### src/sv/longest_majority_letter_substring_top_defines.svh
// Assertion macros shared by the longest majority letter substring RTL.
// Each macro expects signals named clk and arst_n in the including module.
`ifndef LONGEST_MAJORITY_LETTER_SUBSTRING_TOP_DEFINES_SVH
`define LONGEST_MAJORITY_LETTER_SUBSTRING_TOP_DEFINES_SVH

// Same-cycle implication, checked outside reset.
`define LMLS_ASSERT_NOW(label, ante, cons, msg) \
	label: assert property (@(posedge clk) disable iff (!arst_n) (ante) |-> (cons)) \
		else $error(msg);

// Next-cycle implication, checked outside reset.
`define LMLS_ASSERT_NEXT(label, ante, cons, msg) \
	label: assert property (@(posedge clk) disable iff (!arst_n) (ante) |=> (cons)) \
		else $error(msg);

`endif

### src/sv/lmls_ram.sv
// Generic single-write, single-read RAM with a registered read port.
// No package dependencies; depth and width come from the parameters.
module lmls_ram #(
	parameter int unsigned DEPTH = 16,
	parameter int unsigned WIDTH = 8,
	localparam int unsigned AW = $clog2(DEPTH)
) (
	input  logic             clk,
	input  logic             we,
	input  logic [AW-1:0]    waddr,
	input  logic [WIDTH-1:0] wdata,
	input  logic [AW-1:0]    raddr,
	output logic [WIDTH-1:0] rdata
);

	logic [WIDTH-1:0] mem [DEPTH];

	always_ff @(posedge clk) begin
		if (we) begin
			mem[waddr] <= wdata;
		end
		rdata <= mem[raddr];
	end

endmodule

### config.mk
export PLATFORM = sky130hd
export DESIGN_NAME = lmls_ram
export DESIGN_NICKNAME = d
export VERILOG_FILES = /design/src/sv/longest_majority_letter_substring_top_defines.svh /design/src/sv/lmls_ram.sv
export SDC_FILE = /design/constraint.sdc
export NUM_CORES = 1
export LEC_CHECK = 0
export BUFFER_PORTS_ARGS = -buffer_cell sky130_fd_sc_hd__buf_2
export CORE_MARGIN = 2
export CORE_UTILIZATION = 65
export CTS_CLUSTER_DIAMETER = 200
export DETAILED_ROUTE_END_ITERATION = 10
export PLACE_DENSITY = 0.89
export SLEW_MARGIN = 20
export SYNTH_ARGS = -nofsm -noshare
export SYNTH_HDL_FRONTEND = slang
export SYNTH_SLANG_ARGS = --single-unit
### constraint.sdc
create_clock -name clk -period 4.7 [get_ports clk]
set_clock_uncertainty 0.05 [all_clocks]
set_input_delay 0.47 -clock clk [delete_from_list [all_inputs] [get_ports clk]]
set_output_delay 0.47 -clock clk [all_outputs]
set_load 0.005 [all_outputs]
==> results by group, run 1 <==
Clocking
  • CTS tree: yes
  • Worst-Skew Late Latency: 0.52 ns
  • Gates resized, CTS repair: 0
  • H-Tree Depth: 4
  • Hold buffer count at cts: 0
  • CTS buffer count: 17
  • Clk sink count: ~140
  • Clock root cell: clkbuf_8
  • CTS Buffer Depth: 2
  • Number of setup buffers added after CTS: 0
  • Worst-path clk slew: approximately 0.06 ns

Synthesis
  • Mapped Cells: 229
  • Simple-gate share of the synthesized area: 0.0318
  • Avg Cell Area, Syn: 22.5 sq um
  • Yosys warnings: 0
  • Cell area after synthesis: approximately 0.005 sq mm
  • Cell variety after synth: 19
  • Synthesized net count: between 200 and 250
  • Adder-cell share of the synthesized area: 0
  • Part of the Yosys area used for sequential elements: 0.778
  • Seq cells post-synth: about 140
  • XOR/XNOR Fraction of Synth Area: 0
  • Post-synthesis compound-gate area fraction: 0.0233
  • Largest family of logic cells by synthesized area: multiplexers
  • Mux contribution to synthesized area: 0.150

STA
  • RSZ-0062 raised after global routing: false
  • Final setup viols: 0
  • Final Slew Violations: 0
  • Post-layout min period: 2.01 ns
  • Hold WS: between 0.2 and 0.3 ns
  • Tcrit/Tclk final: 0.427
  • Worst-margin pin slew: around 1.0 ns
  • Slew margin rel.: 0.311
  • Setup TNS: 0 ns
  • Final hold vios: 0
  • Max Freq: roughly 500 MHz

Floorplan
  • Initial core utilization: 0.670
  • Die area: 0.00865 sq mm
  • Placement Rows: 32
  • I/O pins: 26
  • Die Span X: 93.0 um
  • Core area: a little under 0.008 sq mm
  • Die height: 93.0 um

Run
  • Max cap viols: 0

Detailed routing
  • Iter 0 DRT Violations: 254
  • Post-Route WL: between 10,000 and 15,000 um
  • DRC viols: 0
  • Post-route ant nets: 0
  • Routed vias: approximately 2.5k
  • Via/cell ratio: between 6 and 7
  • Average wire per standard cell: 27.0 um
  • Drt pass-1 iters: 5

Layout
  • Diodes inserted: 0
  • Final #Nets: around 280
  • Area Growth Syn to Fin: 14.4%
  • Share of layout cells above drive strength 1: 0.277

Global routing
  • GRT Overall Usage: 0.268
  • Number of antenna violations at the first check in global routing: 0
  • GRT Residual Overflow: 0
  • Vias in the first global route: approximately 2.5k
  • Pin count of the biggest net entering global routing: 33
  • First-pass GRT wire length: between 15,000 and 20,000 um

Critical path
  • Crit path launch: raddr[0]
  • Critical path class: input port to register
  • Reg2reg setup slack: between 3 and 4 ns
  • Critical Path, Cell by Cell: buf_2 > mux4_1 > a22oi_1 > nand2_1
  • R2R cell count: 3
  • Critical path endpoint: rdata[3]
  • Crit-path max cell delay: a little under 0.8 ns
  • Worst r2r src: mem[3][3]
  • Worst-path maximum fanout: 32
  • Required time worst endpoint: just over 5 ns
  • Crit path arrival time: roughly 2.4 ns
  • RR Endpoint: rdata[3]
  • Crit. path cell count: 4
  • Critical path buffers and inverters: 1
  • Worst path slowest cell: buf_2
  • Type of destination of the critical path: register
  • CP delay by family, top: buffers and inverters
  • Critical path startpoint category: input port

Run status
  • Run status: finished clean

Power and ir drop
  • Leakage power: 1.98 nW
  • Tot Pwr: 2.70 mW
  • Worst vdd ir: roughly 0.32 mV
  • Power Density: between 400 and 500 mW/mm^2

Min path
  • Worst Hold Class: input port to register
  • Hold path depth: 1

Placement
  • Post-DP HPWL: between 5000 and 6000 um
  • GP Congestion: 0.785
  • Port Buf Inserts: 25
layout make-up:
class,count,area [sq um]
Sequential cell,136,4000
Fill cell,396,1800
Multi-Input combinational cell,83,1070
Clock buffer,23,477
Timing Repair Buffer,27,140
Tap cell,102,128
Clock inverter,9,73.8
placed cells by master (no fill, tap or decap), drive strengths merged, types with 4 or more instances in the layout:
| cell | n |
|---|---|
| nand2 | 9 |
| mux4 | 32 |
| nor3 | 4 |
| a22oi | 16 |
| edfxtp | 128 |
| buf | 27 |
| clkbuf | 23 |
| dfxtp | 8 |
| clkinv | 6 |
| nor2 | 13 |
worst reg2reg max path: stages (launching register included):
cell and delay, ns:
edfxtp_1 0.39, mux4_1 0.52, a22oi_1 0.28, nand2_1 0.12
per-stage QoR:
stage / cell area, sq um / utilization / setup WS (ns) / instances
after floorplan: 5150 / - / 2.69 / 229
after global placement: 5330 / 0.694 / 2.21 / 348
after global routing: 5890 / 0.766 / 2.58 / 380
after detailed placement: 5340 / 0.694 / 2.22 / 348
final: 5890 / 0.766 / 2.69 / 380
after CTS: 5890 / 0.766 / 2.69 / 380
worst min-delay path by stage:
stage / start / end / slack [ns]
after floorplan: wdata[0] / mem[0][0] / 0.52
after global placement: mem[14][5] / rdata[5] / 0.60
after detailed placement: mem[8][2] / rdata[2] / 0.61
after CTS: wdata[2] / mem[1][2] / 0.26
after global routing: wdata[7] / mem[4][7] / 0.28
final: wdata[6] / mem[0][6] / 0.28
synthesized netlist by cell type:
master           instances  area share
a22oi_1                 16       0.023
and2_1                   1      0.0012
and2b_1                  1      0.0015
buf_2                    3      0.0029
buf_4                    1      0.0015
buf_6                    3      0.0066
clkdlybuf4s25_2          3      0.0058
dfxtp_1                  8       0.031
edfxtp_1               128        0.75
mux4_1                  14       0.071
mux4_2                  18       0.079
nand2_1                  9      0.0066
nand2b_1                 2      0.0024
nand3_1                  1     0.00097
nand3b_1                 2      0.0029
nor2_1                  13      0.0095
nor2b_1                  1      0.0012
nor3_1                   4      0.0039
or3b_2                   1      0.0017
sequential cells by signal, indices dropped and copies added (netlist names):
register and count:
rdata 8, mem 128
routing by layer:
layer / vias up / track usage / wire, um
met5: - / 0 / 0
met4: 0 / 0.0858 / 132
met3: 10 / 0.0919 / 958
met2: 161 / 0.418 / 5280
met1: 1287 / 0.366 / 3900
li1: 1046 / - / -
power breakdown:
group / leakage [nW] / switching [mW] / total, mW / internal (mW)
clock: 0.271 / 0.463 / 1.21 / 0.750
sequential: 1.22 / 0.00918 / 1.37 / 1.36
combinational: 0.483 / 0.0701 / 0.119 / 0.0485
cell families (layout without fill, tap and decap cells):
kind of cell | after synthesis | count (layout)
multiplexers | 32 | 32
flip-flops | 136 | 136
AND/OR/NAND/NOR | 35 | 35
buffers and inverters | 10 | 59
AO/OA/AOI/OAI | 16 | 16
Note: power is estimated with default switching activity, not from simulation.
==> inputs of run 2 (changes only) <==
ABC_AREA = 1   (was default)
CORE_UTILIZATION = 61   (was 65)
PLACE_DENSITY = 0.84   (was 0.89)
clock period = 1.99 ns   (was 4.7 ns; I/O delays follow)
==> run 2 against run 1 <==
Global-route usage rose by 1.1 points. Flip-flop and latch count did not move. Final cell count rose by 86%. Critical endpoint is now rdata[4]. Count of clock-buffer cells in the layout fell by 6. Clock power rose to 2.6 times the previous value. Total power rose to 2.5 times the previous value. First-iteration DRC count rose by 57%. Worst hold slack got worse by 0.22 ns.
==> results by group, run 2 <==
Run status
  • Run status: finished clean

Critical path
  • R2R cell count: 6
  • Worst r2r src: mem[3][7]
  • CP delay by family, top: flip-flops
  • Worst path slowest cell: dfxtp_1
  • Crit-path max cell delay: ~0.36 ns
  • RR Endpoint: rdata[7]
  • Critical path endpoint: rdata[4]
  • Required time worst endpoint: between 1.5 and 2 ns
  • Reg2reg setup slack: ~0.76 ns
  • Worst-path maximum fanout: 1
  • Crit path launch: rdata[4]
  • Crit path arrival time: 1.01 ns
  • Critical path buffers and inverters: 1
  • Critical path startpoint category: register
  • Critical Path, Cell by Cell: buf_2
  • Crit. path cell count: 1
  • Critical path class: register to output port
  • Type of destination of the critical path: output port

Floorplan
  • Core area: between 0.009 and 0.01 sq mm
  • Initial core utilization: 0.627
  • I/O pins: 26
  • Die area: between 0.01 and 0.015 sq mm
  • Placement Rows: 35
  • Die Span X: 101 um
  • Die height: 101 um

Layout
  • Diodes inserted: 0
  • Non-Filler Instances: between 700 and 800
  • Largest register FFs: 128
  • Commonest non-fill, non-tap cell in the layout: nand2_1
  • Most frequent cells in the layout: nand2_1, edfxtp_1, inv_1
  • Final #Nets: around 600
  • Fill cells: between 500 and 600
  • Largest regs: mem (128), rdata (8)
  • Largest Register: mem
  • Share of layout cells above drive strength 1: 0.114
  • Util after Layout: 0.716
  • Area Growth Syn to Fin: 14.1%

Detailed routing
  • Post-route ant nets: 0
  • Average wire per standard cell: between 15 and 20 um
  • Via/cell ratio: 5.58
  • Iter 0 DRT Violations: between 300 and 400
  • Post-Route WL: roughly 13,000 um
  • Routed vias: about 4k
  • DRC viols: 0
  • Drt pass-1 iters: 8

Synthesis
  • Synthesized net count: approximately 570
  • Simple-gate share of the synthesized area: 0.210
  • Cell variety after synth: 12
  • Part of the Yosys area used for sequential elements: 0.694
  • Synth top area share: 0.667
  • Cell area after synthesis: 0.00577 sq mm
  • Synth top cells by count: nand2_1, edfxtp_1, inv_1
  • Most frequent cell after synthesis: nand2_1
  • Yosys warnings: 0
  • Top FF cell, synth: edfxtp_1
  • Avg Cell Area, Syn: 10.5 sq um
  • Seq cells post-synth: between 100 and 150
  • Yosys top cell by area: edfxtp_1
  • XOR/XNOR Fraction of Synth Area: 0
  • Post-synth EDFFs: between 100 and 150
  • Adder-cell share of the synthesized area: 0
  • Synth area leaders: edfxtp_1, nand2_1, nand3_1, inv_1, dfxtp_1
  • Largest family of logic cells by synthesized area: simple AND/OR/NAND/NOR gates
  • Mapped Cells: roughly 550
  • Asr flop ratio synth: 0
  • Post-synthesis compound-gate area fraction: 0
  • Mux contribution to synthesized area: 0

Clocking
  • Clock root cell: clkbuf_8
  • H-Tree Depth: 4
  • Hold buffer count at cts: 1
  • Gates resized, CTS repair: 0
  • Worst-Skew Late Latency: 0.53 ns
  • Worst-path clk slew: 0.06 ns
  • Clk sink count: between 100 and 150
  • CTS buffer count: 17
  • Number of setup buffers added after CTS: 0
  • CTS Buffer Depth: 2
  • CTS tree: yes

Placement
  • GP Congestion: ~0.9
  • Placed cells: between 600 and 700
  • Post-DP HPWL: just under 8000 um
  • Port Buf Inserts: 25

Power and ir drop
  • Leakage power: 2.87 nW
  • Worst vdd ir: a little under 0.8 mV
  • Power Density: 1030 mW/mm^2

STA
  • Setup TNS: 0 ns
  • RSZ-0062 raised after global routing: false
  • Final hold vios: 0
  • Final Slew Violations: 0
  • Max Freq: 795 MHz
  • Worst-margin pin slew: around 0.74 ns
  • Post-layout min period: between 1 and 1.5 ns
  • Slew margin rel.: 0.505
  • Tcrit/Tclk final: 0.632
  • Final setup viols: 0

Global routing
  • GRT Residual Overflow: 0
  • Pin count of the biggest net entering global routing: 65
  • First-pass GRT wire length: 20,600 um
  • Number of antenna violations at the first check in global routing: 0
  • GRT Overall Usage: 0.278
  • Vias in the first global route: around 3.9k

Min path
  • Worst Hold Class: input port to register

Run
  • Max cap viols: 0
[run 2: cells by family after synthesis]
group / after synthesis
AND/OR/NAND/NOR: 289
flip-flops: 136
buffers and inverters: 126
[run 2: power breakdown]
part	total (mW)	internal, mW	switching (mW)
Combinational	0.386	0.110	0.275
Clock	3.15	2.01	1.14
Sequential	3.23	3.20	0.0241
Total	6.76	5.33	1.44
[run 2: worst min path at each step]
| stage | depth (start not counted) | to | slack, ns | from |
|---|---|---|---|---|
| 3_3_place_gp | 3 | rdata[5] | 0.53 | raddr[3] |
| 3_5_place_dp | 1 | rdata[5] | 0.53 | rdata[5] |
| 5_1_grt | 1 | mem[9][4] | 0.05 | wdata[4] |
| 2_1_floorplan | 0 | mem[0][0] | 0.25 | wdata[0] |
| 4_1_cts | 1 | mem[3][3] | 0.04 | wdata[3] |
| 6_report | 1 | mem[15][2] | 0.05 | wdata[2] |
[run 2: cell type report]
cell class	instances	area (sq um)	area share
flip-flops and latches	136	4000	0.608
inverters	102	383	0.0582
clock inverters	14	181	0.0276
well taps	111	139	0.0211
multi-input cells	289	1210	0.184
clock buffers	17	414	0.0629
repair buffers	39	245	0.0373
[run 2: layer usage]
layer | vias to the layer above | track usage | part of all wire
li1 | 1840 | - | -
met4 | 0 | 0.113 | 0.028
met2 | 222 | 0.476 | 0.52
met5 | - | 0 | 0
met1 | 1854 | 0.350 | 0.37
met3 | 36 | 0.0566 | 0.086
[run 2: metrics by stage]
stage	worst slack [ns]	power (mW)	hold slack [ns]	instance area, sq um
6_report	0.732	6.76	0.0514	6580
5_1_grt	0.692	6.92	0.0489	6580
4_1_cts	0.686	6.77	0.0392	6580
3_5_place_dp	0.312	3.66	0.529	5970
3_3_place_gp	0.377	3.64	0.527	5970
2_1_floorplan	0.790	3.50	0.248	5770
==> inputs of run 3 (changes only) <==
clock period = 1.18 ns   (was 1.99 ns; I/O delays follow)
==> run 3 against run 2 <==
Clock power rose by 65%. Flip-flop and latch count did not move. Via count rose by 1.9%. Worst setup slack got worse by 0.69 ns. First-iteration DRC count rose by 6.5%. Combinational power rose by 86%. Total power rose by 68%. Die area did not move. Critical path depth did not move. Highest routed layer unchanged.
==> results by group, run 3 (synthesis results as in run 2) <==
Detailed routing
  • Drt pass-1 iters: 7
  • Routed vias: approximately 4.0k
  • Post-route ant nets: 0
  • Iter 0 DRT Violations: around 420
  • Average wire per standard cell: about 18 um
  • Post-Route WL: around 13,000 um
  • DRC viols: 0
  • Via/cell ratio: between 5 and 6

Critical path
  • Worst r2r src: mem[4][4]
  • Crit-path max cell delay: approximately 0.34 ns
  • Critical path class: register to output port
  • Worst-path maximum fanout: 1
  • Required time worst endpoint: just over 1 ns
  • Worst path slowest cell: dfxtp_2
  • Critical path startpoint category: register
  • Crit. path cell count: 1
  • RR Endpoint: rdata[4]
  • Crit path arrival time: approximately 0.97 ns
  • CP delay by family, top: flip-flops
  • R2R cell count: 6
  • Reg2reg setup slack: approximately 0.090 ns
  • Type of destination of the critical path: output port
  • Critical Path, Cell by Cell: buf_2
  • Critical path buffers and inverters: 1

STA
  • Final hold vios: 0
  • Max Freq: roughly 880 MHz
  • RSZ-0062 raised after global routing: false
  • Final setup viols: 0
  • Slew margin rel.: 0.731
  • Post-layout min period: 1.14 ns
  • Final Slew Violations: 0
  • Slack of the critical path: approximately 0.043 ns
  • Worst-margin pin slew: ~0.40 ns
  • Tcrit/Tclk final: 0.964

Global routing
  • Vias in the first global route: around 4k
  • Pin count of the biggest net entering global routing: 65
  • First-pass GRT wire length: roughly 21,000 um
  • GRT Overall Usage: 0.281
  • GRT Residual Overflow: 0
  • Number of antenna violations at the first check in global routing: 0

Min path
  • Hold path depth: 1
  • Worst Hold Class: input port to register
  • Worst Hold Path EP: mem[3][6]
  • HP Start: wdata[6]

Layout
  • Area Growth Syn to Fin: 17.8%
  • Largest register FFs: 128
  • Most frequent cells in the layout: nand2_1, edfxtp_1, inv_1
  • Storage element area: between 0.004 and 0.005 sq mm
  • Share of layout cells above drive strength 1: 0.136
  • Largest Register: mem
  • Largest regs: mem (128), rdata (8)
  • Area of the multi-input gates: ~0.0012 sq mm
  • Fill cells: 591
  • Final #Nets: 622
  • Diodes inserted: 0
  • Commonest non-fill, non-tap cell in the layout: nand2_1
  • Non-Filler Instances: approximately 730

Clocking
  • Worst-Skew Late Latency: around 0.5 ns
  • H-Tree Depth: 4
  • CTS buffer count: 17
  • CTS Buffer Depth: 2
  • Number of setup buffers added after CTS: 0
  • CTS tree: yes
  • Clk sink count: between 100 and 150
  • Clock root cell: clkbuf_8
  • Worst-path clk slew: approximately 0.06 ns

Placement
  • GP Congestion: ~0.84
  • Port Buf Inserts: 25
  • Post-place setup slack: -0.0581 ns
  • Post-DP HPWL: around 7700 um
  • Placed cells: a little under 700

Run status
  • Run status: finished clean

Power and ir drop
  • Power Density: about 1700 mW/mm^2
  • Worst vdd ir: about 1.0 mV
  • Leakage power: ~3 nW
  • Tot Pwr: 11.4 mW

Floorplan
  • Die Span X: slightly above 100 um
  • Core area: just over 0.009 sq mm
  • I/O pins: 26
  • Placement Rows: 35
  • Die height: approximately 100 um
  • Initial core utilization: 0.627
  • Die area: roughly 0.010 sq mm

Run
  • Max cap viols: 0
==> run 3: changes by cell type in the layout (fill, tap and decap cells not counted), sizes merged <==
cell         previous run  this run
buf                    38        50
bufinv                  4         3
clkbuf                 17        19
clkinvlp                3         2
dlygate4sd3             1         8
inv                   103       104
==> run 3: repair_timing <==
| item | 4_1_cts | 5_1_grt |
|---|---|---|
| gates resized for setup | 1 | 1 |
| endpoints found under the hold margin | 120 | 0 |
| hold buffers | 8 | 0 |
| setup endpoints to repair | 1 | 1 |
==> run 3: where the power goes <==
group | total (mW) | switching (mW) | internal, mW
logic | 0.717 | 0.480 | 0.237
clock network | 5.21 | 1.97 | 3.24
registers | 5.43 | 0.0324 | 5.40
==> run 3: how the worst max path moves through the flow <==
stage | to | start | slack [ns]
finish | rdata[1] | rdata[1] | 0.04
global route | rdata[4] | mem[5][4] | 0.009
CTS | rdata[3] | rdata[3] | 0.03
detailed placement | rdata[5] | raddr[0] | -0.06
global placement | rdata[6] | raddr[0] | -0.04
floorplan | mem[4][0] | waddr[3] | 0.06
==> run 3: through the flow <==
step / TNS, ns / instance area [sq um] / utilization / hold slack (ns)
floorplan: 0 / 5770 / - / 0.167
finish: 0 / 6790 / 0.739 / 0.0125
detailed placement: -0.541 / 6110 / 0.665 / 0.431
CTS: 0 / 6790 / 0.738 / 0.00111
global route: 0 / 6790 / 0.739 / 0.00209
global placement: -0.0949 / 6110 / 0.665 / 0.428
==> run 3: routing by layer <==
metal	part of all wire	wire, um	up-vias	GRT usage
met1	0.38	4910	1892	0.344
li1	-	-	1885	-
met5	0	0	-	0
met4	0.040	516	0	0.166
met3	0.082	1070	36	0.0759
met2	0.50	6550	216	0.452
==> run 3: cell type report <==
cell class,count,share of cell area
clock buffer,19,0.0621
sequential,136,0.590
clock inverter,13,0.0252
multi-input combinational,289,0.179
tap,111,0.0204
inverter,102,0.0564
timing repair buffer,58,0.0670
